**config.mk**
```make
export PLATFORM = sky130hd
export DESIGN_NAME = bsh_unpack
export DESIGN_NICKNAME = d
export VERILOG_FILES = /design/src/rtl/bsh_pkg.sv /design/src/rtl/bsh_unpack.sv
export SDC_FILE = /design/constraint.sdc
export NUM_CORES = 1
export LEC_CHECK = 0
export BUFFER_PORTS_ARGS = -buffer_cell sky130_fd_sc_hd__buf_2
export CORE_MARGIN = 4
export CORE_UTILIZATION = 25
export DETAILED_ROUTE_END_ITERATION = 10
export PLACE_DENSITY = 0.42
export SYNTH_ARGS = -nofsm -noshare
export SYNTH_HDL_FRONTEND = slang
export SYNTH_SLANG_ARGS = --single-unit
```
**constraint.sdc**
```tcl
create_clock -name i_clk -period 5.49 [get_ports i_clk]
set_input_delay 0.549 -clock i_clk [delete_from_list [all_inputs] [get_ports i_clk]]
set_output_delay 0.549 -clock i_clk [all_outputs]
set_load 0.02 [all_outputs]
```
**src/rtl/bsh_pkg.sv**
```systemverilog
// ----------------------------------------------------------------------------
// bsh_pkg
// Shared types and constants of the bit symbol histogram.
// ----------------------------------------------------------------------------
package bsh_pkg;

    localparam int MAX_SYMBOL_BITS = 12;
    localparam int COUNT_BITS      = 32;
    localparam int CFG_W           = 12;
    localparam int CFG_IDX_W       = 3;
    localparam int BYTE_W          = 8;
    localparam int WIDTH_W         = 4;
    localparam int LEFT_W          = 4;

    localparam logic [WIDTH_W-1:0] RESET_SYMBOL_WIDTH = 4'd8;

    typedef enum logic [CFG_IDX_W-1:0] {
        CFG_SYMBOL_WIDTH     = 3'd0,
        CFG_MAP_KINDS        = 3'd1,
        CFG_FIRST_FROM_LOW   = 3'd2,
        CFG_FIRST_FROM_HIGH  = 3'd3,
        CFG_FIRST_TO_START   = 3'd4,
        CFG_SECOND_FROM_LOW  = 3'd5,
        CFG_SECOND_FROM_HIGH = 3'd6,
        CFG_SECOND_TO_START  = 3'd7
    } t_cfg_idx;

    typedef enum logic [1:0] {
        MAP_OFF  = 2'd0,
        MAP_ASC  = 2'd1,
        MAP_DESC = 2'd2,
        MAP_ONE  = 2'd3
    } t_map_kind;

    typedef enum logic [2:0] {
        S_CLEAR,
        S_IDLE,
        S_SHIFT,
        S_READ,
        S_UPDATE,
        S_OUT
    } t_bsh_state;

    typedef struct packed {
        logic load;
        logic shift;
        logic clear;
    } t_unp_ctl;

    typedef struct packed {
        logic sym_done;
        logic run_last;
        logic byte_end;
        logic byte_done;
    } t_unp_sts;

endpackage

```
**src/rtl/bsh_unpack.sv**
```systemverilog
// ----------------------------------------------------------------------------
// bsh_unpack
// Bit-serial symbol cutter: shifts a byte out msb first into a symbol
// register and flags each completed or flushed symbol.
// ----------------------------------------------------------------------------
module bsh_unpack #(
    parameter int SYM_W = bsh_pkg::MAX_SYMBOL_BITS
) (
    input  logic                         i_clk,
    input  logic                         i_rst_n,
    input  bsh_pkg::t_unp_ctl            i_ctl,
    input  logic [bsh_pkg::BYTE_W-1:0]   i_byte,
    input  logic                         i_eos,
    input  logic [$clog2(SYM_W+1)-1:0]   i_width,
    output logic [SYM_W-1:0]             o_sym,
    output bsh_pkg::t_unp_sts            o_sts
);

    import bsh_pkg::*;

    localparam int HW = $clog2(SYM_W + 1);
    localparam int CW = (HW > LEFT_W) ? HW : LEFT_W;

    logic [SYM_W-1:0]  r_sym;
    logic [HW-1:0]     r_held;
    logic [BYTE_W-1:0] r_byte;
    logic [LEFT_W-1:0] r_left;
    logic              r_eos;

    logic [SYM_W-1:0]  n_sym;
    logic [HW-1:0]     n_held;
    logic [LEFT_W-1:0] n_left;
    logic              full;
    logic              flush;
    logic              done;

    always_comb begin
        n_sym  = (r_sym << 1) | SYM_W'(r_byte[BYTE_W-1]);
        n_held = r_held + HW'(1);
        n_left = r_left - LEFT_W'(1);
        full   = (n_held == i_width);
        flush  = (n_left == '0) && r_eos && !full;
        done   = full || flush;
    end

    assign o_sym           = n_sym;
    assign o_sts.sym_done  = i_ctl.shift && done;
    assign o_sts.run_last  = flush
                           || ((CW'(n_left) < CW'(i_width)) && !(r_eos && (n_left != '0)));
    assign o_sts.byte_end  = (n_left == '0);
    assign o_sts.byte_done = (r_left == '0);

    always_ff @(posedge i_clk) begin
        if (!i_rst_n) begin
            r_sym  <= '0;
            r_held <= '0;
            r_left <= '0;
            r_eos  <= 1'b0;
        end else if (i_ctl.clear) begin
            r_sym  <= '0;
            r_held <= '0;
        end else if (i_ctl.load) begin
            r_left <= LEFT_W'(BYTE_W);
            r_eos  <= i_eos;
        end else if (i_ctl.shift) begin
            r_left <= n_left;
            if (done) begin
                r_sym  <= '0;
                r_held <= '0;
            end else begin
                r_sym  <= n_sym;
                r_held <= n_held;
            end
        end
    end

    always_ff @(posedge i_clk) begin
        if (i_ctl.load) begin
            r_byte <= i_byte;
        end else if (i_ctl.shift) begin
            r_byte <= r_byte << 1;
        end
    end

endmodule

```
## Yosys cells after proc, flatten, opt, wreduce, memory -nomap -nowiden

Index checks and enable logic that the tools add are counted.

- Register bits: 28
- Output and inout bits: 16
- Logic and storage cells: 36

- $add $sub $neg: 2
- Magnitude comparators: 1
- Eq/ne operators: 1
- Muxes and demuxes: 6
- Bitwise operators: 4
- Reduce and logical (&&, ||, !) cells: 17

Operator list:

| kind | count |
|---|---|
| $mux W8 | 2 |
| $mux W4 | 3 |
| $or A12 B1 Y12 | 1 |
| $mux W11 | 1 |
| $logic_not A4 Y1 | 2 |
| $reduce_and A2 Y1 | 3 |
| $logic_and A1 B1 Y1 | 5 |
| $add A4 B1 Y4 const B | 1 |
| $eq A4 B4 Y1 | 1 |
| $lt A4 B4 Y1 | 1 |
| $reduce_bool A4 Y1 | 1 |
| $sub A4 B1 Y4 const B | 1 |
| $not A1 Y1 | 3 |
| $logic_not A1 Y1 | 2 |
| $logic_or A1 B1 Y1 | 2 |
| $reduce_bool A2 Y1 | 1 |
| $reduce_or A2 Y1 | 1 |

## Logic depth before layout (Yosys ltp)

- Word-level depth: 6
- Gate-level depth with buffers: 9

## Worst setup path after synthesis

Ideal clock, no wire load.

- Path kind: register to output
- From: register r_left[0]
- To: output port o_sts[2] in the netlist's numbering
- Data arrival time: 1.834 ns
- Data required time: 4.941 ns
- Slack: 3.107 ns
- Cell stages (with the launch flop): 10
- Path buffers: 1
- Path through: dfxtp_1 > inv_1 > ha_1 > clkbuf_1 > xor2_1 > ha_1 > o21a_1 > o21a_1 > o22ai_1 > o21a_1

RTL lines:

| item | RTL line | source |
|---|---|---|
| start, declared | bsh_unpack.sv:27 | `logic [LEFT_W-1:0] r_left;` |
| start signal, assigned | bsh_unpack.sv:63 | `r_left <= LEFT_W'(BYTE_W);` |
| start signal, assigned | bsh_unpack.sv:66 | `r_left <= n_left;` |
| end, declared | bsh_unpack.sv:16 | `output bsh_pkg::t_unp_sts o_sts` |

==> impl_results.md <==
* Post-synthesis register bit count at 28
* PwrDens at ~250 mW/mm2
* Die width at 83.4 um
* NetSw at roughly 0.098 mW
* Skew-Pair Late Insertion Delay at between 200 and 300 ps
* Critical Path RT at 4940 ps
* H-tree depth at 1
* Max VDD drop at ~0.000093 V
* Num CTS Buffers at 3
* Setup bufs post-CTS at 0
* First-pass GRT wire length at 4770 um
* Gate power share at 0.156
* Slew headroom at 0.425
* Worst min path class: register to register
* YS warnings at 0
* Worst setup margin at 2680 ps
* Post-synth top area share at 0.282
* Core area at roughly 0.0055 mm2
* Switching Share at 0.235
* Area growth syn-to-layout at 18.9%
* Die area at 0.00695 mm2
* Wirelength per Cell at roughly 12 um
* Buffers on Ports at 33
* Sum Neg Setup Slack at 0 ps
* Placed cell area at 0.00163 mm2
* Final setup violation count at 0
* Post-cts sizing count at 0
* Worst slew pin tran at 857 ps
* Via-to-Cell Ratio at 4.55
* Initial DRT Pass Iterations at 3
* Core Util, Final at 0.307
* FP Rows at 27
* Area of the multi-input gates at 703 um2
* Cts hold-fix bufs at 0
* Startpoint types: register
* Inserted Diodes at 0
* Final Cell Area at 0.00169 mm2
* Post-synth EDFFs at 8
* Seq pwr share at 0.551
* Async SR Flop Fraction at 0
* Dpl ws at 2970 ps
* Area leader, netlist: dfxtp_1
* Grt ovf at 0
* Period Utilization, post-route at 0.511
* Average footprint of a synthesized cell at 10.9 um2
* Pint at 0.317 mW
* Final-stage net count at 184
* Vias at 1051
* Final wirelength at 2770 um
* Seq/Total Area, Yosys at 0.451
* Final clock skew at 3.20 ps
* Final hold slack at just under 500 ps
* Initial DRC Count at 42
* GPL Wtd Cong at 0.737
* Max-cap violations at 0
* Pleak at 0.713 nW
* Distinct cells, synth at 41
* Number of routed nets with antenna violations at 0
* Initial core utilization at 0.258
* Pins Over Slew Limit at 0
* CTS tree: yes
* Commonest non-fill, non-tap cell in the layout: buf_2
* Worst R2R Setup Slack at 3230 ps
* Clock Sinks at 28
* I/O pins at 34
* Die height at 83.4 um
* Drt drc at 0
* Vias in the first global route at 1065
* Final count of hold timing violations at 0
* Netlist Area Pre-Place at 0.00142 mm2
* Clk pwr share at 0.294
* Post-Syn Instances at 130
* Root Driver: clkbuf_8
* Critical Path End Type: output port
* Commonest non-fill, non-tap cells in the layout: buf_2, dfxtp_1, a22o_1
* Share of cells above drive strength 1 at 0.314
* Fmax at 0.356 GHz
* Total GRT Usage at 0.0827
* Top post-synthesis cells by area: dfxtp_1, edfxtp_1, a22o_1, mux2_2, ha_1
* Crit path kind: register to output port
* Largest net degree at the start of global routing at 18
* DP HPWL at between 2000 and 2500 um
* Antenna violations before repair at 0
* CTS clock-pin slew for the worst setup and hold paths at 90 ps
* Min cycle time layout at 2810 ps
* Status: finished, final reports clean
* RSZ-0062 raised after global routing: false
* Syn_nets at 154
* Ys flop type: dfxtp_1
* CP Data Arrival Time at between 2000 and 2500 ps
* Crit Path Max Fanout at 5
* Sequential cell area at 641 um2
* Fill cells at around 580
* Clock buffer depth at 2
## worst max-delay path: stages, from the launching register on
cell	delay [ps]
dfxtp_1	420
inv_1	110
ha_1	290
inv_1	50
ha_1	260
a21boi_0	120
o21a_1	180
o21a_1	170
o22ai_1	120
o21a_1	130
buf_2	150
## per-stage QoR
stage | power, mW | instances
global placement | 0.297 | 227
detailed placement | 0.299 | 227
floorplan | 0.280 | 130
global route | 0.440 | 231
finish | 0.414 | 231
CTS | 0.424 | 231
## path summary, 6_finish.rpt
path,startpoint,end,cells after the start
worst max register to register,r_left[0],r_held[0],7
worst min-delay path,r_sym[10],r_sym[10],1
worst max-delay path,r_left[0],o_sts[2],10
worst min register to register,r_sym[10],r_sym[10],1
## final cells by class
type,count,share of cell area
inverter,9,0.0200
clock buffer,4,0.0326
timing repair buffer,33,0.0978
sequential,28,0.380
tap,72,0.0534
multi-input combinational,85,0.417
## metal layers
layer | vias up | share of wire | track usage
li1 | 535 | - | -
met1 | 491 | 0.47 | 0.100
met2 | 21 | 0.47 | 0.141
met3 | 4 | 0.049 | 0.0258
met4 | 0 | 0.0094 | 0.0223
met5 | - | 0 | 0
## kinds of logic (layout without fill, tap and decap cells)
kind of cell             Yosys count  after routing  share of synthesized area
AO/OA/AOI/OAI                     35             35                      0.191
XOR/XNOR                           8              8                     0.0493
adder cells (fa/ha/maj)            6              6                     0.0529
buffers and inverters             17             46                     0.0537
flip-flops                        28             28                      0.451
multiplexers                       9              9                     0.0705
AND/OR/NAND/NOR                   27             27                      0.131
## cell usage after synthesis, types with 2 or more instances
cell type / count
nor3_2: 2
ha_1: 6
clkbuf_1: 5
mux2_2: 8
edfxtp_1: 8
a22o_1: 12
nand3b_1: 3
xor2_1: 4
a221o_1: 2
o21a_1: 4
nor2b_1: 5
xnor2_1: 4
nor2_1: 2
dfxtp_1: 20
o22ai_1: 3
a21oi_1: 3
a21boi_0: 2
a31oi_1: 2
inv_1: 9
and2_1: 5
## power by group through the flow
stage / combinational, mW / clock [mW] / sequential (mW)
2_1_floorplan: 0.0503 / 0 / 0.230
3_3_place_gp: 0.0644 / 0 / 0.233
3_5_place_dp: 0.0658 / 0 / 0.233
4_1_cts: 0.0662 / 0.129 / 0.229
5_1_grt: 0.0724 / 0.138 / 0.230
6_report: 0.0645 / 0.122 / 0.228
## registers in the layout (all words and copies together), names as in the netlist
| name | cells |
|---|---|
| r_byte | 8 |
| r_held | 4 |
| r_left | 4 |
| r_sym | 11 |
| r_eos | 1 |
No activity file was read; power rests on OpenSTA's default activity.
