[src/rtl/bsh_pkg.sv]
// ----------------------------------------------------------------------------
// bsh_pkg
// Shared types and constants of the bit symbol histogram.
// ----------------------------------------------------------------------------
package bsh_pkg;

    localparam int MAX_SYMBOL_BITS = 12;
    localparam int COUNT_BITS      = 32;
    localparam int CFG_W           = 12;
    localparam int CFG_IDX_W       = 3;
    localparam int BYTE_W          = 8;
    localparam int WIDTH_W         = 4;
    localparam int LEFT_W          = 4;

    localparam logic [WIDTH_W-1:0] RESET_SYMBOL_WIDTH = 4'd8;

    typedef enum logic [CFG_IDX_W-1:0] {
        CFG_SYMBOL_WIDTH     = 3'd0,
        CFG_MAP_KINDS        = 3'd1,
        CFG_FIRST_FROM_LOW   = 3'd2,
        CFG_FIRST_FROM_HIGH  = 3'd3,
        CFG_FIRST_TO_START   = 3'd4,
        CFG_SECOND_FROM_LOW  = 3'd5,
        CFG_SECOND_FROM_HIGH = 3'd6,
        CFG_SECOND_TO_START  = 3'd7
    } t_cfg_idx;

    typedef enum logic [1:0] {
        MAP_OFF  = 2'd0,
        MAP_ASC  = 2'd1,
        MAP_DESC = 2'd2,
        MAP_ONE  = 2'd3
    } t_map_kind;

    typedef enum logic [2:0] {
        S_CLEAR,
        S_IDLE,
        S_SHIFT,
        S_READ,
        S_UPDATE,
        S_OUT
    } t_bsh_state;

    typedef struct packed {
        logic load;
        logic shift;
        logic clear;
    } t_unp_ctl;

    typedef struct packed {
        logic sym_done;
        logic run_last;
        logic byte_end;
        logic byte_done;
    } t_unp_sts;

endpackage

[src/rtl/bsh_remap.sv]
// ----------------------------------------------------------------------------
// bsh_remap
// Symbol remapper: two ranges, ascending, descending or single target,
// with range one taking priority over range zero.
// ----------------------------------------------------------------------------
module bsh_remap #(
    parameter int SYM_W = bsh_pkg::MAX_SYMBOL_BITS
) (
    input  logic [3:0]                 i_kinds,
    input  logic [bsh_pkg::CFG_W-1:0]  i_lo0,
    input  logic [bsh_pkg::CFG_W-1:0]  i_hi0,
    input  logic [bsh_pkg::CFG_W-1:0]  i_to0,
    input  logic [bsh_pkg::CFG_W-1:0]  i_lo1,
    input  logic [bsh_pkg::CFG_W-1:0]  i_hi1,
    input  logic [bsh_pkg::CFG_W-1:0]  i_to1,
    input  logic [SYM_W-1:0]           i_sym,
    output logic [SYM_W-1:0]           o_sym
);

    import bsh_pkg::*;

    localparam int RW = (SYM_W > CFG_W) ? SYM_W : CFG_W;

    t_map_kind        kind0;
    t_map_kind        kind1;
    logic             hit0;
    logic             hit1;
    logic [SYM_W-1:0] res0;
    logic [SYM_W-1:0] res1;

    always_comb begin
        kind0 = t_map_kind'(i_kinds[1:0]);
        kind1 = t_map_kind'(i_kinds[3:2]);
        hit0  = (kind0 != MAP_OFF) && (RW'(i_sym) >= RW'(i_lo0))
              && (RW'(i_sym) <= RW'(i_hi0));
        hit1  = (kind1 != MAP_OFF) && (RW'(i_sym) >= RW'(i_lo1))
              && (RW'(i_sym) <= RW'(i_hi1));

        case (kind0)
            MAP_ASC:  res0 = SYM_W'(i_to0) + (i_sym - SYM_W'(i_lo0));
            MAP_DESC: res0 = SYM_W'(i_to0) - (i_sym - SYM_W'(i_lo0));
            default:  res0 = SYM_W'(i_to0);
        endcase

        case (kind1)
            MAP_ASC:  res1 = SYM_W'(i_to1) + (i_sym - SYM_W'(i_lo1));
            MAP_DESC: res1 = SYM_W'(i_to1) - (i_sym - SYM_W'(i_lo1));
            default:  res1 = SYM_W'(i_to1);
        endcase

        if (hit1) begin
            o_sym = res1;
        end else if (hit0) begin
            o_sym = res0;
        end else begin
            o_sym = i_sym;
        end
    end

endmodule
[config.mk]
export PLATFORM = sky130hd
export DESIGN_NAME = bsh_remap
export DESIGN_NICKNAME = d
export VERILOG_FILES = /design/src/rtl/bsh_pkg.sv /design/src/rtl/bsh_remap.sv
export SDC_FILE = /design/constraint.sdc
export NUM_CORES = 1
export LEC_CHECK = 0
export BUFFER_PORTS_ARGS = -buffer_cell sky130_fd_sc_hd__buf_2
export CORE_ASPECT_RATIO = 1.75
export CORE_UTILIZATION = 35
export DETAILED_ROUTE_END_ITERATION = 12
export PLACE_DENSITY = 0.68
export SYNTH_ARGS = -nofsm -noshare
export SYNTH_HDL_FRONTEND = slang
export SYNTH_SLANG_ARGS = --single-unit
[constraint.sdc]
create_clock -name vclk -period 6.1
set_input_delay 0.915 -clock vclk [all_inputs]
set_output_delay 0.915 -clock vclk [all_outputs]
set_load 0.05 [all_outputs]
* After elaboration in Yosys (flattened, before gate mapping)
Index checks and enable logic that the tools add are counted.
** Storage, ports and cells
- Flip-flop bits (word level) :: 0
- Input port bits :: 88
- Output and inout port bits :: 12
- Word-level logic and storage cells :: 24
** Operators by class
- $add $sub $neg :: 6
- $lt $le $gt $ge :: 4
- Equal/unequal tests :: 4
- Muxes and demuxes :: 4
- Reductions and logical operators :: 6
** Operators by type and width (number)
- case mux 12 bit (2 select lines) :: 2
- subtractor 12 bit :: 4
- adder 12 bit :: 2
- greater-or-equal comparator 12 bit :: 2
- <= comparator 12 bit :: 2
- 2-to-1 mux 12 bit :: 2
- == test 2 x 1 -> 1 bit (second input constant) :: 2
- == test 2 bit (second input constant) :: 2
- logical AND 1 bit :: 4
- nonzero test 2 bit :: 2

* Depth between registers and ports, before layout
Gate-level depths: netlist (run 1).
- Depth after elaboration :: 5
- Gate-level depth with buffers :: 21
- Depth with buffers taken out :: 21

* Worst setup path before layout (run 1)
OpenSTA, ideal clock, no wires.
- Kind :: input to output
- From :: input i_sym[0]
- To :: output o_sym[11]
- Arrival :: 5.073 ns
- Required time :: 5.185 ns
- Setup slack :: 0.112 ns
- Cell stages on the path :: 17
- Buffers on the path :: 0
- Path through :: inv_1 ha_1 fa_1 nand2b_1 a211o_1 a22o_2 xnor2_2 nor4_4 a21oi_1 xor2_1 ha_1 or3_1 o31ai_1 and4_4 o31a_1 o31ai_1 mux2i_1
** On the way
- Word-level cells in the longest chain between the ends :: 5
- Elaborated cells between the ends (all ways) :: 18
- Those cells by class :: 6 x add/sub; 4 x order compare; 4 x mux; 4 x reduce/logical
** RTL lines
- from (decl) :: RTL line bsh_remap.sv:16 : input logic [SYM_W-1:0] i_sym,
- subtractor 12 bit / greater-or-equal comparator 12 bit (equally long branches) :: RTL line bsh_remap.sv:40, bsh_remap.sv:41, bsh_remap.sv:34
- subtractor 12 bit, or another cell as far along :: RTL line bsh_remap.sv:41 : MAP_DESC: res0 = SYM_W'(i_to0) - (i_sym - SYM_W'(i_lo0));
- case mux 12 bit (2 select lines) / logical AND 1 bit (equally long branches) :: RTL line bsh_remap.sv:39, bsh_remap.sv:35
- 2-to-1 mux 12 bit :: RTL line bsh_remap.sv:53 : end else if (hit0) begin
- 2-to-1 mux 12 bit * :: RTL line bsh_remap.sv:51 : if (hit1) begin
- to (decl) :: RTL line bsh_remap.sv:17 : output logic [SYM_W-1:0] o_sym
Mark *: on every way between the ends. The rest lies on a longest branch, timed or not.

* Worst setup path after layout (run 1)
Ends and elaborated chain as after synthesis.

==> flow_metrics.env, run 1 <==
export IMPL_register_area_sq_um=0
export IMPL_grt_met3_usage_pct=1.41
export IMPL_chip_width_um=82.1
export IMPL_antenna_cells=0
export IMPL_portBuffers=100
export IMPL_timing_final_crit_period_ps=5970
export IMPL_nets_finish=830
export IMPL_via_count=4438
export IMPL_power_internal_w=0.000362
export IMPL_syn_area_per_cell_sq_um=7.07
export IMPL_instances_no_fill=790
export IMPL_synth_area_in_adders_pct=26.3
export IMPL_area_growth_syn_to_layout_pct=20.8
export IMPL_drtPass1Iterations=4
export IMPL_synth_compound_area_share_pct=26.5
export IMPL_n_sequential_cell=0
export IMPL_worstMarginPinSlew_ps=730
export IMPL_place_gp_congestion=0.971
export IMPL_postLayoutCoreUtil_pct=43.8
export IMPL_met1_usage_pct=21.9
export IMPL_initial_core_util_pct=36.3
export IMPL_number_of_slew_limit_violations_in_the_final_report=0
export IMPL_postLayoutSetupSlackWorst_ps=133
export IMPL_kind_of_launch_point_of_the_worst_setup_path="input port"
export IMPL_worstHoldEndpoint="o_sym[11]"
export IMPL_critical_path_slowest_cell="sky130_fd_sc_hd__or3_1"
export IMPL_final_hold_viol_count=0
export IMPL_worst_ep_arrival_time_ps=5050
export IMPL_layout_clock_buffers=0
export IMPL_rows=50
export IMPL_die_height_um=142
export IMPL_synth_largest_area_cell="sky130_fd_sc_hd__ha_1"
export IMPL_netlist_instances=555
export IMPL_preCtsSetupSlack_ps=16.5
export IMPL_slew_headroom_pct=50.7
export IMPL_final_min_period_over_clock_period_pct=97.8
export IMPL_crit_fanout=4
export IMPL_grt_antenna_before_repair=0
export IMPL_synth_yosys_seq_area_share_pct=0
export IMPL_grt_remaining_overflow=0
export IMPL_leakage_power_summed_over_all_cells_nw=2.42
export IMPL_switchingPower_w=0.000492
export IMPL_groute_usage_overall_pct=20.7
export IMPL_synth_xor_area_share_pct=10.2
export IMPL_portion_of_total_power_attributed_to_combinational_logic_pct=100.0
export IMPL_outcome="finished clean"
export IMPL_core_region_area_sq_um=10800
export IMPL_worst_endpoint_required_ps=5180
export IMPL_setup_tns_ps=0
export IMPL_detailed_route_wl_mm=12.3
export IMPL_pwr_share_seq_pct=0
export IMPL_mappedNetlistNets=723
export IMPL_combinational_family_with_the_most_area_after_synthesis="compound AO/OA/AOI/OAI gates"
export IMPL_grt_busiest_layer="met2"
export IMPL_post_cts_hold_buffer_count=0
export IMPL_max_freq_ghz=0.168
export IMPL_first_global_vias=4205
export IMPL_ys_warnings_count=0
export IMPL_net_switching_fraction_of_the_power_pct=57.6
export IMPL_muxShareOfSynthArea_pct=5.87
export IMPL_largest_net_degree_at_the_start_of_global_routing=23
export IMPL_avgViaCountPerCell=5.62
export IMPL_hold_path_class="input port to output pin"
export IMPL_pwrdens_nw_per_um2=180
export IMPL_crit_chain="buf_2 > inv_1 > ha_2 > fa_2 > nand2b_4 > a211o_1 > a22o_2 > xnor2_2 > nor4_4 > a31oi_1 > xor2_1 > ha_1 > or3_1 > o31ai_4 > a31oi_1 > o31a_1 > o31ai_2 > mux2i_1 > buf_4"
export IMPL_endpoint_kind="output pin"
export IMPL_crit_path_max_incr_delay_ps=390
export IMPL_drtAntennaViolNets=0
export IMPL_post_route_drc=0
export IMPL_netlist_area_sq_um=3930
export IMPL_power_ir_vdd_worst_mv=0.142
export IMPL_worst_setup_path_type="input port to output pin"
export IMPL_holdPathStages=4
export IMPL_layout_cells_most_common="sky130_fd_sc_hd__buf_2"
export IMPL_synth_simple_area_share_pct=22.4
export IMPL_route_detailed_wl_per_inst_um=15.5
export IMPL_drt_iter0_markers=243
export IMPL_crit_path_frequent_cell="sky130_fd_sc_hd__a31oi_1"
export IMPL_max_cap_violations=0
export IMPL_mostFrequentLayoutCells="99 x sky130_fd_sc_hd__buf_2, 75 x sky130_fd_sc_hd__inv_1, 75 x sky130_fd_sc_hd__ha_1, 45 x sky130_fd_sc_hd__nor2_1, 35 x sky130_fd_sc_hd__a21oi_1"
export IMPL_ys_types=62
export IMPL_synth_area_top_cells="sky130_fd_sc_hd__ha_1 24%, sky130_fd_sc_hd__inv_1 7.2%, sky130_fd_sc_hd__xnor2_1 6.5%, sky130_fd_sc_hd__a21oi_1 4.8%, sky130_fd_sc_hd__nor2_1 4.3%"
export IMPL_yosysTopAreaCellShare_pct=24.2
export IMPL_grt_first_pass_wirelength_mm=18.8
export IMPL_share_clk_of_total_power_pct=0
export IMPL_worstHoldStart="i_to1[11]"
export IMPL_met2_usage_pct=39.8
export IMPL_fp_dieArea_sq_um=11700
export IMPL_total_i_o_pin_count=100
export IMPL_dp_cells=787
export IMPL_dp_hpwl_mm=10.6
export IMPL_setup_viol=0
export IMPL_holdWs_ps=2280
export IMPL_layout_drive_gt1_share_pct=22.7
-- worst max path at each step --
stage                     depth (start not counted)        end  startpoint  slack [ps]
after global placement                           19  o_sym[11]    i_sym[0]         170
final                                            19  o_sym[11]    i_sym[0]         130
after global routing                             19  o_sym[11]    i_sym[0]         -70
after CTS                                        19  o_sym[11]    i_sym[0]          20
after floorplan                                  17  o_sym[11]    i_sym[0]         110
after detailed placement                         19  o_sym[11]    i_sym[0]          20
-- Yosys cell counts (3+ instances only) --
master / number
sky130_fd_sc_hd__o31ai_1: 3
sky130_fd_sc_hd__mux2i_1: 14
sky130_fd_sc_hd__o211ai_1: 6
sky130_fd_sc_hd__a21o_1: 17
sky130_fd_sc_hd__ha_1: 76
sky130_fd_sc_hd__nand2_1: 30
sky130_fd_sc_hd__o21a_1: 6
sky130_fd_sc_hd__xnor2_1: 29
sky130_fd_sc_hd__clkbuf_1: 8
sky130_fd_sc_hd__a41oi_1: 3
sky130_fd_sc_hd__a21oi_1: 38
sky130_fd_sc_hd__nor4_1: 7
sky130_fd_sc_hd__nand3_1: 7
sky130_fd_sc_hd__fa_1: 4
sky130_fd_sc_hd__a31oi_1: 6
sky130_fd_sc_hd__inv_1: 75
sky130_fd_sc_hd__o21ai_0: 27
sky130_fd_sc_hd__mux2_2: 8
sky130_fd_sc_hd__or3_1: 8
sky130_fd_sc_hd__nor2b_1: 13
sky130_fd_sc_hd__and3_1: 6
sky130_fd_sc_hd__a211o_1: 4
sky130_fd_sc_hd__nand4_1: 15
sky130_fd_sc_hd__xor2_1: 15
sky130_fd_sc_hd__nor3_1: 15
sky130_fd_sc_hd__o21bai_1: 4
sky130_fd_sc_hd__a211oi_1: 9
sky130_fd_sc_hd__nand2b_1: 13
sky130_fd_sc_hd__nor2_1: 45
-- layer usage --
| metal | share of wire, % | vias up |
|---|---|---|
| li1 | - | 2217 |
| met1 | 38 | 2020 |
| met2 | 53 | 160 |
| met3 | 4.4 | 41 |
| met4 | 4.6 | 0 |
| met5 | 0 | - |
-- per-stage QoR --
step           total power, W  area [sq um]
6_report             0.000854          4740
5_1_grt              0.000938          4740
4_1_cts              0.000821          4630
3_5_place_dp         0.000818          4630
3_3_place_gp         0.000794          4630
2_1_floorplan        0.000618          3930
-- worst max-delay path: cells and delay by family --
| kind | cells | cell delay (ps) |
|---|---|---|
| buffers and inverters | 3 | 380 |
| muxes | 1 | 110 |
| and+or+nand+nor | 3 | 880 |
| adders and majority gates | 3 | 770 |
| AOI/OAI and AO/OA | 7 | 1660 |
| xor gates and xnor gates | 2 | 330 |
-- power by group through the flow --
stage          logic, W  clock network, W  registers, W
3_3_place_gp   0.000794                 0             0
3_5_place_dp   0.000818                 0             0
4_1_cts        0.000821                 0             0
6_report       0.000854                 0             0
2_1_floorplan  0.000618                 0             0
5_1_grt        0.000938                 0             0
-- kinds of logic (layout without fill, tap and decap cells) --
family,Yosys count,after routing
buffers and inverters,86,191
adder cells (fa/ha/maj),80,80
AND/OR/NAND/NOR,170,170
XOR/XNOR,45,45
AO/OA/AOI/OAI,152,152
multiplexers,22,22
-- repair_timing --
action	in CTS	in global routing
endpoints found under the setup margin	0	3
setup buffers	0	3
gates resized for setup	0	18
-- final cells by class --
class / instances / area [sq um]
fillers: 1115 / 6080
inverters: 75 / 282
multi-input cells: 469 / 3670
well taps: 130 / 163
repair buffers: 116 / 623
No activity file was read; power rests on OpenSTA's default activity.
==> run 2: changes to the inputs <==
==> constraint.sdc (replaced) <==
create_clock -name vclk -period 6.8
set_input_delay 1.02 -clock vclk [all_inputs]
set_output_delay 1.02 -clock vclk [all_outputs]
set_load 0.05 [all_outputs]
==> run 2 against run 1 <==
Effect of this change: hold slack improved by 230 ps; routed wire length shrank 0.62%; non-clock buffer count down 15; cell count shrank 1.9%; critical endpoint unchanged.
==> flow_metrics.env, run 2 (synthesized netlist as in run 1, its figures left out) <==
export IMPL_largest_net_degree_at_the_start_of_global_routing=23
export IMPL_critical_path_startpoint="i_sym[0]"
export IMPL_slew_headroom_pct=49.3
export IMPL_kind_of_launch_point_of_the_worst_setup_path="input port"
export IMPL_final_min_period_over_clock_period_pct=94.2
export IMPL_worst_ep_arrival_time_ps=5390
export IMPL_share_clk_of_total_power_pct=0
export IMPL_power_internal_w=0.000301
export IMPL_core_region_area_sq_um=10800
export IMPL_die_height_um=142
export IMPL_groute_usage_overall_pct=21.3
export IMPL_worstMarginPinSlew_ps=751
export IMPL_endpoint_kind="output pin"
export IMPL_post_cts_setup_buffers=0
export IMPL_drtAntennaViolNets=0
export IMPL_route_detailed_wl_per_inst_um=15.8
export IMPL_rows=50
export IMPL_leakage_power_summed_over_all_cells_nw=2.32
export IMPL_crit_chain="buf_2 > inv_1 > ha_1 > fa_1 > nand2b_1 > a211o_1 > a22o_2 > xnor2_2 > nor4_4 > a21oi_1 > xor2_1 > ha_1 > or3_1 > o31ai_1 > a31oi_1 > nor4_1 > o31ai_2 > mux2i_1 > buf_2"
export IMPL_worst_endpoint_required_ps=5780
export IMPL_grt_antenna_before_repair=0
export IMPL_fp_dieArea_sq_um=11700
export IMPL_timing_final_crit_period_ps=6410
export IMPL_pwr_share_seq_pct=0
export IMPL_crit_fanout=5
export IMPL_register_area_sq_um=0
export IMPL_final_hold_viol_count=0
export IMPL_antenna_cells=0
export IMPL_worstHoldStart="i_to1[11]"
export IMPL_setup_viol=0
export IMPL_net_switching_fraction_of_the_power_pct=58.8
export IMPL_place_gp_congestion=0.899
export IMPL_grt_first_pass_wirelength_mm=19.4
export IMPL_via_count=4353
export IMPL_drt_iter0_markers=180
export IMPL_avgViaCountPerCell=5.62
export IMPL_max_freq_ghz=0.156
export IMPL_area_growth_syn_to_layout_pct=15.9
export IMPL_worst_setup_path_type="input port to output pin"
export IMPL_number_of_slew_limit_violations_in_the_final_report=0
export IMPL_layout_cells_most_common="sky130_fd_sc_hd__buf_2"
export IMPL_crit_path_max_incr_delay_ps=400
export IMPL_pwrdens_nw_per_um2=160
export IMPL_drtPass1Iterations=4
export IMPL_hold_path_class="input port to output pin"
export IMPL_total_i_o_pin_count=100
export IMPL_switchingPower_w=0.000429
export IMPL_post_route_drc=0
export IMPL_first_global_vias=4270
export IMPL_layout_clock_buffers=0
export IMPL_setup_tns_ps=0
export IMPL_dp_hpwl_mm=10.6
export IMPL_chip_width_um=82.1
export IMPL_postLayoutCoreUtil_pct=42.0
export IMPL_rsz0062_at_grt="false"
export IMPL_portBuffers=100
export IMPL_outcome="finished clean"
export IMPL_max_cap_violations=0
export IMPL_mostFrequentLayoutCells="100 x sky130_fd_sc_hd__buf_2, 76 x sky130_fd_sc_hd__ha_1, 75 x sky130_fd_sc_hd__inv_1, 45 x sky130_fd_sc_hd__nor2_1, 38 x sky130_fd_sc_hd__a21oi_1"
export IMPL_initial_core_util_pct=36.3
export IMPL_power_ir_vdd_worst_mv=0.150
export IMPL_grt_remaining_overflow=0
export IMPL_nets_finish=815
export IMPL_critical_path_slowest_cell="sky130_fd_sc_hd__fa_1"
export IMPL_detailed_route_wl_mm=12.2
export IMPL_layout_drive_gt1_share_pct=19.2
export IMPL_n_sequential_cell=0
export IMPL_portion_of_total_power_attributed_to_combinational_logic_pct=100.0
==> run 2: power groups by stage <==
stage / clock [W] / sequential, W / combinational (W)
detailed placement: 0 / 0 / 0.000721
global route: 0 / 0 / 0.000808
global placement: 0 / 0 / 0.000698
CTS: 0 / 0 / 0.000724
floorplan: 0 / 0 / 0.000555
finish: 0 / 0 / 0.000730
==> run 2: timing repair <==
item / in CTS / in global routing
gates resized for setup: 0 / 3
setup endpoints to repair: 0 / 1
hold buffers: 0 / 0
==> run 2: path summary, 6_finish.rpt <==
| check | end | slack (ps) | depth (start not counted) |
|---|---|---|---|
| setup / recovery | o_sym[11] | 390 | 19 |
| hold / removal | o_sym[11] | 2510 | 4 |
==> run 2: stage by stage <==
step | area [sq um] | cells | hold slack [ps] | total power [W] | setup WS [ps]
3_5_place_dp | 4540 | 775 | 2520 | 0.000721 | 307
2_1_floorplan | 3930 | 555 | 2440 | 0.000555 | 602
6_report | 4550 | 775 | 2510 | 0.000730 | 392
4_1_cts | 4540 | 775 | 2520 | 0.000724 | 308
5_1_grt | 4550 | 775 | 2560 | 0.000808 | 49.8
3_3_place_gp | 4540 | 775 | 2490 | 0.000698 | 515
==> run 2: layer usage <==
metal / vias up / GRT usage [%] / wire (um)
met5: - / 0 / 0
met4: 0 / 8.49 / 511
li1: 2184 / - / -
met1: 1996 / 22.5 / 4610
met3: 38 / 1.28 / 464
met2: 135 / 41.5 / 6620
==> run 2: worst max-delay path: cells and delay by family <==
kind	cells	cell delay (ps)
AND/OR/NAND/NOR	4	1240
AO/OA/AOI/OAI	6	1230
adder cells (fa/ha/maj)	3	900
buffers and inverters	3	490
XOR/XNOR	2	350
multiplexers	1	150
==> run 2: area by class of cell <==
cell class                      instances  area (sq um)
Timing Repair Buffer                  101           508
Inverter                               75           282
Fill cell                            1176          6270
Tap cell                              130           163
Multi-Input combinational cell        469          3600
==> run 3: changes to the inputs <==
--- a/config.mk
+++ b/config.mk
@@ -7,9 +7,11 @@
 export LEC_CHECK = 0
 export BUFFER_PORTS_ARGS = -buffer_cell sky130_fd_sc_hd__buf_2
 export CORE_ASPECT_RATIO = 1.75
-export CORE_UTILIZATION = 35
+export CORE_MARGIN = 2
+export CORE_UTILIZATION = 57
 export DETAILED_ROUTE_END_ITERATION = 12
-export PLACE_DENSITY = 0.68
+export GPL_TIMING_DRIVEN = 0
+export PLACE_DENSITY = 0.95
 export SYNTH_ARGS = -nofsm -noshare
 export SYNTH_HDL_FRONTEND = slang
 export SYNTH_SLANG_ARGS = --single-unit
==> run 3 against run 2 <==
Effect of this change: flip-flop and latch count did not move; combinational power fell by 0.7%; die area fell by 35%; design area down 0.22%; non-clock buffer count up 10; sequential share of layout area did not move; count of clock-buffer cells in the layout did not move; utilization grew 25 points; cell count fell by 4.6%; via count rose by 3.0%; largest cell class unchanged.
==> flow_metrics.env, run 3 (synthesized netlist as in run 1, its figures left out) <==
export IMPL_max_freq_ghz=0.154
export IMPL_kind_of_launch_point_of_the_worst_setup_path="input port"
export IMPL_leakage_power_summed_over_all_cells_nw=2.36
export IMPL_post_dp_cell_area_sq_um=4530
export IMPL_grt_busiest_layer="met2"
export IMPL_final_min_period_over_clock_period_pct=95.4
export IMPL_setup_viol=0
export IMPL_place_gp_congestion=0.946
export IMPL_groute_usage_overall_pct=31.4
export IMPL_grt_remaining_overflow=0
export IMPL_critical_path_slowest_cell="sky130_fd_sc_hd__or3_1"
export IMPL_postLayoutSetupSlackWorst_ps=313
export IMPL_area_growth_syn_to_layout_pct=15.6
export IMPL_largest_net_degree_at_the_start_of_global_routing=11
export IMPL_crit_path_frequent_cell="sky130_fd_sc_hd__xnor2_1"
export IMPL_avgViaCountPerCell=6.06
export IMPL_outcome="finished clean"
export IMPL_drtAntennaViolNets=0
export IMPL_worst_ep_arrival_time_ps=5470
export IMPL_post_cts_hold_buffer_count=0
export IMPL_grt_first_pass_wirelength_mm=19.1
export IMPL_chip_width_um=66.7
export IMPL_max_cap_violations=0
export IMPL_holdWs_ps=2500
export IMPL_drtPass1Iterations=5
export IMPL_number_of_slew_limit_violations_in_the_final_report=0
export IMPL_worst_setup_path_type="input port to output pin"
export IMPL_n_sequential_cell=0
export IMPL_crit_fanout=4
export IMPL_pwrdens_nw_per_um2=160
export IMPL_worstHoldStart="i_to1[11]"
export IMPL_total_i_o_pin_count=100
export IMPL_critPathTopFamily="compound AO/OA/AOI/OAI gates"
export IMPL_layout_clock_buffers=0
export IMPL_antenna_cells=0
export IMPL_dp_hpwl_mm=9.96
export IMPL_fp_dieArea_sq_um=7590
export IMPL_via_count=4482
export IMPL_met2_usage_pct=58.9
export IMPL_power_ir_vdd_worst_mv=0.0730
export IMPL_slew_headroom_pct=42.9
export IMPL_crit_chain="buf_2 > inv_1 > ha_1 > inv_1 > fa_1 > nand3_1 > nand2_1 > xnor2_1 > o21ai_0 > or3_1 > nor2_1 > nor2_1 > xnor2_1 > ha_1 > a21oi_1 > o22ai_1 > o41ai_2 > xor2_1 > nand2b_1 > o21ai_1 > xnor2_1 > mux2i_1 > buf_2"
export IMPL_preCtsSetupSlack_ps=197
export IMPL_grt_met3_usage_pct=2.27
export IMPL_portBuffers=100
export IMPL_rsz0062_at_grt="false"
export IMPL_hold_path_class="input port to output pin"
export IMPL_crit_path_max_incr_delay_ps=430
export IMPL_post_layout_total_power_w=0.000725
export IMPL_rows=40
export IMPL_initial_core_util_pct=58.1
export IMPL_layout_drive_gt1_share_pct=18.8
export IMPL_setup_tns_ps=0
export IMPL_drt_iter0_markers=214
export IMPL_core_region_area_sq_um=6760
export IMPL_worstMarginPinSlew_ps=846
export IMPL_die_height_um=114
export IMPL_layout_cells_most_common="sky130_fd_sc_hd__buf_2"
export IMPL_mostFrequentLayoutCells="100 x sky130_fd_sc_hd__buf_2, 76 x sky130_fd_sc_hd__ha_1, 75 x sky130_fd_sc_hd__inv_1, 45 x sky130_fd_sc_hd__nor2_1, 38 x sky130_fd_sc_hd__a21oi_1"
export IMPL_detailed_route_wl_mm=11.6
export IMPL_first_global_vias=4525
export IMPL_worst_endpoint_required_ps=5780
export IMPL_met1_usage_pct=31.6
export IMPL_grt_antenna_before_repair=0
export IMPL_register_area_sq_um=0
export IMPL_nets_finish=825
export IMPL_route_detailed_wl_per_inst_um=15.7
export IMPL_cp_num_buf_inv=4
export IMPL_final_hold_viol_count=0
export IMPL_post_route_drc=0
export IMPL_worstHoldEndpoint="o_sym[11]"
export IMPL_timing_final_crit_period_ps=6490
export IMPL_endpoint_kind="output pin"
export IMPL_holdPathStages=4
export IMPL_finish_instance_area_sq_um=4540
==> run 3: what timing repair did <==
action                                  CTS  global route
hold endpoints to repair                  0             0
buffers inserted                          0             0
gates resized for setup                   0             2
endpoints found under the setup margin    0             1
==> run 3: metal layers <==
metal	up-vias	part of all wire, %
met5	-	0
met1	2021	36
met2	180	51
li1	2214	-
met4	0	8.1
met3	67	4.4
==> run 3: how the worst max path moves through the flow <==
stage,startpoint,to,slack [ps],cells after the start
finish,i_sym[0],o_sym[11],310,23
global route,i_sym[0],o_sym[11],50,23
CTS,i_sym[0],o_sym[11],170,23
detailed placement,i_sym[0],o_sym[11],200,23
global placement,i_sym[0],o_sym[11],320,23
floorplan,i_sym[0],o_sym[11],600,17
==> run 3: final cells by class <==
type | count | area, sq um
multi-input cells | 469 | 3590
fillers | 587 | 2220
repair buffers | 100 | 500
inverters | 75 | 282
well taps | 84 | 105
plain buffers | 11 | 61.3
==> run 3: per-stage QoR <==
step | instances | util, %
after floorplan | 555 | -
after global placement | 739 | 67.1
after detailed placement | 739 | 67.1
after CTS | 739 | 67.1
after global routing | 739 | 67.2
final | 739 | 67.2
==> run 3: power by group <==
part	total (W)	internal [W]	leakage [nW]	switching (W)
Clock	0	0	0	0
Sequential	0	0	0	0
Combinational	0.000725	0.000303	2.36	0.000422
